## src/rtl/core/mco_pkg.sv

```systemverilog
package mco_pkg;

    // Default collider bounds handed to the top level parameters.
    localparam int MAX_WIDTH_DEF  = 32;
    localparam int MAX_HEIGHT_DEF = 32;

    // Control that travels with each row word into the shared row unit.
    typedef struct packed {
        logic pend;    // a row word pair is in the read registers
        logic fill_a;  // collider A is a solid box, use all ones for its row
        logic fill_b;  // collider B is a solid box, use all ones for its row
    } row_ctrl_t;

endpackage

```

## src/rtl/core/mco_row_unit.sv

```systemverilog
module mco_row_unit #(
    parameter int MAX_WIDTH = mco_pkg::MAX_WIDTH_DEF
) (
    input  mco_pkg::row_ctrl_t                   ctrl,
    input  logic [MAX_WIDTH-1:0]                 row_a,
    input  logic [MAX_WIDTH-1:0]                 row_b,
    input  logic [MAX_WIDTH-1:0]                 lowmask_a,
    input  logic [MAX_WIDTH-1:0]                 lowmask_b,
    input  logic [$clog2(MAX_WIDTH + 1)-1:0]     shamt_a,
    input  logic [$clog2(MAX_WIDTH + 1)-1:0]     shamt_b,
    output logic                                 hit
);

    logic [MAX_WIDTH-1:0] cut_a;
    logic [MAX_WIDTH-1:0] cut_b;
    logic [MAX_WIDTH-1:0] aligned_a;
    logic [MAX_WIDTH-1:0] aligned_b;

    // A solid box contributes a full row; both rows are trimmed to the
    // collider width and brought onto a common column origin.
    always_comb
    begin
        cut_a     = (ctrl.fill_a ? {MAX_WIDTH{1'b1}} : row_a) & lowmask_a;
        cut_b     = (ctrl.fill_b ? {MAX_WIDTH{1'b1}} : row_b) & lowmask_b;
        aligned_a = cut_a >> shamt_a;
        aligned_b = cut_b >> shamt_b;
        hit       = ctrl.pend & (|(aligned_a & aligned_b));
    end

endmodule

```

## config.mk

```make
export PLATFORM = sky130hd
export DESIGN_NAME = mco_row_unit
export DESIGN_NICKNAME = d
export VERILOG_FILES = /design/src/rtl/core/mco_pkg.sv /design/src/rtl/core/mco_row_unit.sv
export SDC_FILE = /design/constraint.sdc
export NUM_CORES = 1
export LEC_CHECK = 0
export ABC_AREA = 1
export BUFFER_PORTS_ARGS = -buffer_cell sky130_fd_sc_hd__buf_2
export CAP_MARGIN = 10
export CORE_ASPECT_RATIO = 0.5
export CORE_MARGIN = 3
export CORE_UTILIZATION = 40
export DETAILED_ROUTE_END_ITERATION = 10
export GPL_ROUTABILITY_DRIVEN = 1
export PLACE_DENSITY = 0.66
export SYNTH_ARGS = -nofsm -noshare
export SYNTH_HDL_FRONTEND = slang
export SYNTH_SLANG_ARGS = --single-unit
```

## constraint.sdc

```tcl
create_clock -name vclk -period 2.5
set_input_delay 0.375 -clock vclk [all_inputs]
set_output_delay 0.375 -clock vclk [all_outputs]
set_load 0.02 [all_outputs]
```

==> impl_metrics.csv <==
group,metric,value,unit
outcome,status,"finished, violations left",
outcome,violations,"setup timing",
routing,ant_nets,0,
global_route,antenna_found_initial,0,
pwr,p_leak,3.52,nW
die,dieArea,11900,sq um
flow_run,max_cap_viol_count,0,
yosys,synth_top_family_by_area,"simple AND/OR/NAND/NOR gates",
routing,wire_per_inst,16.3,um
pwr,internal_power,0.531,mW
worst_setup_path,crit_type,"in2out",
routing,routed_via_density,5.93,
sta,max_slew_margin,0.608,
yosys,synthesis.area,4220,sq um
final_layout,nClkBuffers,0,
routing,drt_iter0_drc,694,
pwr,total_power,1.36,mW
yosys,synthSimpleGateAreaFrac,0.794,
sta,grt_setup_unrepaired,"true",
die,die_w,151,um
pwr,seqPwrFrac,0,
die,rows,25,
yosys,synth_compound_gate_area_share,0.0581,
placed_design,hpwl,12.3,mm
yosys,muxShareOfSynthArea,0,
global_route,grt_max_degree,38,
sta,max_freq,387,MHz
min_path,whs_path_depth,4,
die,ioPinCount,144,
pwr,comb_power_share,1.000,
min_path,worstHoldStart,"ctrl[2]",
yosys,synth.distinct_cells,26,
worst_setup_path,end_kind,"primary output",
min_path,holdPathEnd,"hit",
pwr,ir_drop,0.117,mV
final_layout,seq_cells,0,
final_layout,area.growth.synth_to_final,64.1,%
pwr,clkPwrFrac,0,
worst_setup_path,crit_required,2.12,ns
routing,dr.pass1.iters,6,
yosys,synth_fp_nets,1047,
final_layout,final_common_cell,"nand2_1",
placed_design,place_inst,1158,
final_layout,nNetsFinal,1179,
die,core_area,9850,sq um
pwr,power_switching,0.831,mW
global_route,track_usage,0.238,
min_path,hold_class,"in2out",
routing,routed_wl,19.1,mm
pwr,swShare,0.610,
pwr,powerDensity,197,nW/um^2
placed_design,io_buffers,144,
global_route,grt_overflow,0,
sta,finalCritPeriodShare,1.03,
placed_design,gp_congestion,0.989,
sta,fin_crit,2.58,ns
sta,maxSlewViolCount,0,
global_route,grt_pass1_wl,24.4,mm
worst_setup_path,critical_path.max_fanout,5,
global_route,grt_pass1_vias,5381,
yosys,synthXorXnorAreaFrac,0,
yosys,synthesis.instances,904,
worst_setup_path,start_kind,"input pin",
clock_tree,cts-hold-fix-buffers,0,
yosys,yosysWarningCount,0,
final_layout,fillCellCount,806,
final_layout,fin_area,6930,sq um
yosys,synthAdderAreaFrac,0,
sta,setup_viol,1,
die,initial_utilization,0.429,
yosys,synth-seq-area-share,0,
final_layout,ff_latch_area,0,sq um
sta,hold_violations,0,
routing,vias,6930,
final_layout,finalNonFillerCells,1169,
routing,drc,0,
final_layout,drive_gt1_frac,0.499,
final_layout,diodes,0,
yosys,syn_avg_cell_area,4.67,sq um
sta,tightest_slew,0.587,ns
worst_setup_path,cp_data_arrival_time,2.21,ns
final_layout,most-common-layout-cells,"nand2_1, nand3_2, nand3_1",
sta,setup_ws,-0.0831,ns
placed_design,placedInstanceArea,5200,sq um
die,die_h,78.7,um
[how the worst max path moves through the flow]
stage          startpoint  end  slack, ns  cells after the start
2_1_floorplan  shamt_a[0]  hit       0.30                     17
3_3_place_gp      ctrl[0]  hit      -0.07                     19
3_5_place_dp      ctrl[0]  hit      -0.06                     19
4_1_cts           ctrl[1]  hit      -0.01                     16
5_1_grt           ctrl[0]  hit      -0.16                     19
6_report          ctrl[0]  hit      -0.08                     19
[power by group through the flow]
stage | clock network [mW] | logic [mW] | registers, mW
3_3_place_gp | 0 | 0.989 | 0
2_1_floorplan | 0 | 0.674 | 0
5_1_grt | 0 | 1.48 | 0
3_5_place_dp | 0 | 0.996 | 0
6_report | 0 | 1.36 | 0
4_1_cts | 0 | 1.03 | 0
[critical path: stages]
cell       delay (ns)
buf_12           0.11
clkinv_8         0.07
clkbuf_16        0.15
nand2_2          0.08
nand3_4          0.12
nand3_2          0.10
nand3_1          0.13
nand2_1          0.11
nand2_1          0.09
nand3_1          0.10
nand3_1          0.10
nand2_1          0.07
inv_1            0.06
nand2_1          0.05
nor2_1           0.10
nand2_1          0.06
nor2_1           0.12
nor2_1           0.06
buf_4            0.15
[stage by stage]
step           utilization  hold slack [ns]  TNS [ns]  setup slack [ns]
5_1_grt              0.703             1.09    -0.158            -0.158
4_1_cts              0.542             1.07   -0.0116           -0.0116
3_3_place_gp         0.528             1.06   -0.0704           -0.0704
3_5_place_dp         0.528             1.07   -0.0553           -0.0553
2_1_floorplan            -            0.869         0             0.295
6_report             0.703             1.06   -0.0831           -0.0831
[metal layers]
metal,vias up,part of all wire,track usage
met1,3132,0.42,0.381
met4,0,0.030,0.00814
met3,61,0.095,0.0179
li1,3325,-,-
met5,-,0,0
met2,412,0.45,0.358
[area by class of cell]
| type | count | area [sq um] | share of cell area |
|---|---|---|---|
| inverters | 71 | 299 | 0.0431 |
| repair buffers | 193 | 1450 | 0.209 |
| well taps | 135 | 169 | 0.0244 |
| multi-input cells | 770 | 5010 | 0.723 |
[cell usage after synthesis (all sizes together)]
library cell / count / area (sq um)
o211ai: 7 / 52.6
buf: 56 / 330
nand2: 289 / 1130
or2: 9 / 56.3
nor3: 2 / 10.0
a21oi: 11 / 55.1
o21ai: 23 / 123
nand3: 376 / 1930
inv: 69 / 262
clkinv: 2 / 7.51
nand4: 11 / 68.8
o21a: 2 / 15.0
clkbuf: 7 / 26.3
nor2: 40 / 150
[logic make-up after synthesis]
| kind of cell | after synthesis |
|---|---|
| buffers and inverters | 134 |
| and+or+nand+nor | 727 |
| AOI/OAI and AO/OA | 43 |
[what timing repair did]
| action | 4_1_cts | 5_1_grt |
|---|---|---|
| gates resized for setup | 26 | 322 |
| setup endpoints to repair | 1 | 1 |
| cloned | 1 | 7 |
| hold endpoints to repair | 0 | 0 |
| setup buffers | 0 | 3 |
| pin swaps | 3 | 71 |
Power figures use the tool's default switching activity.
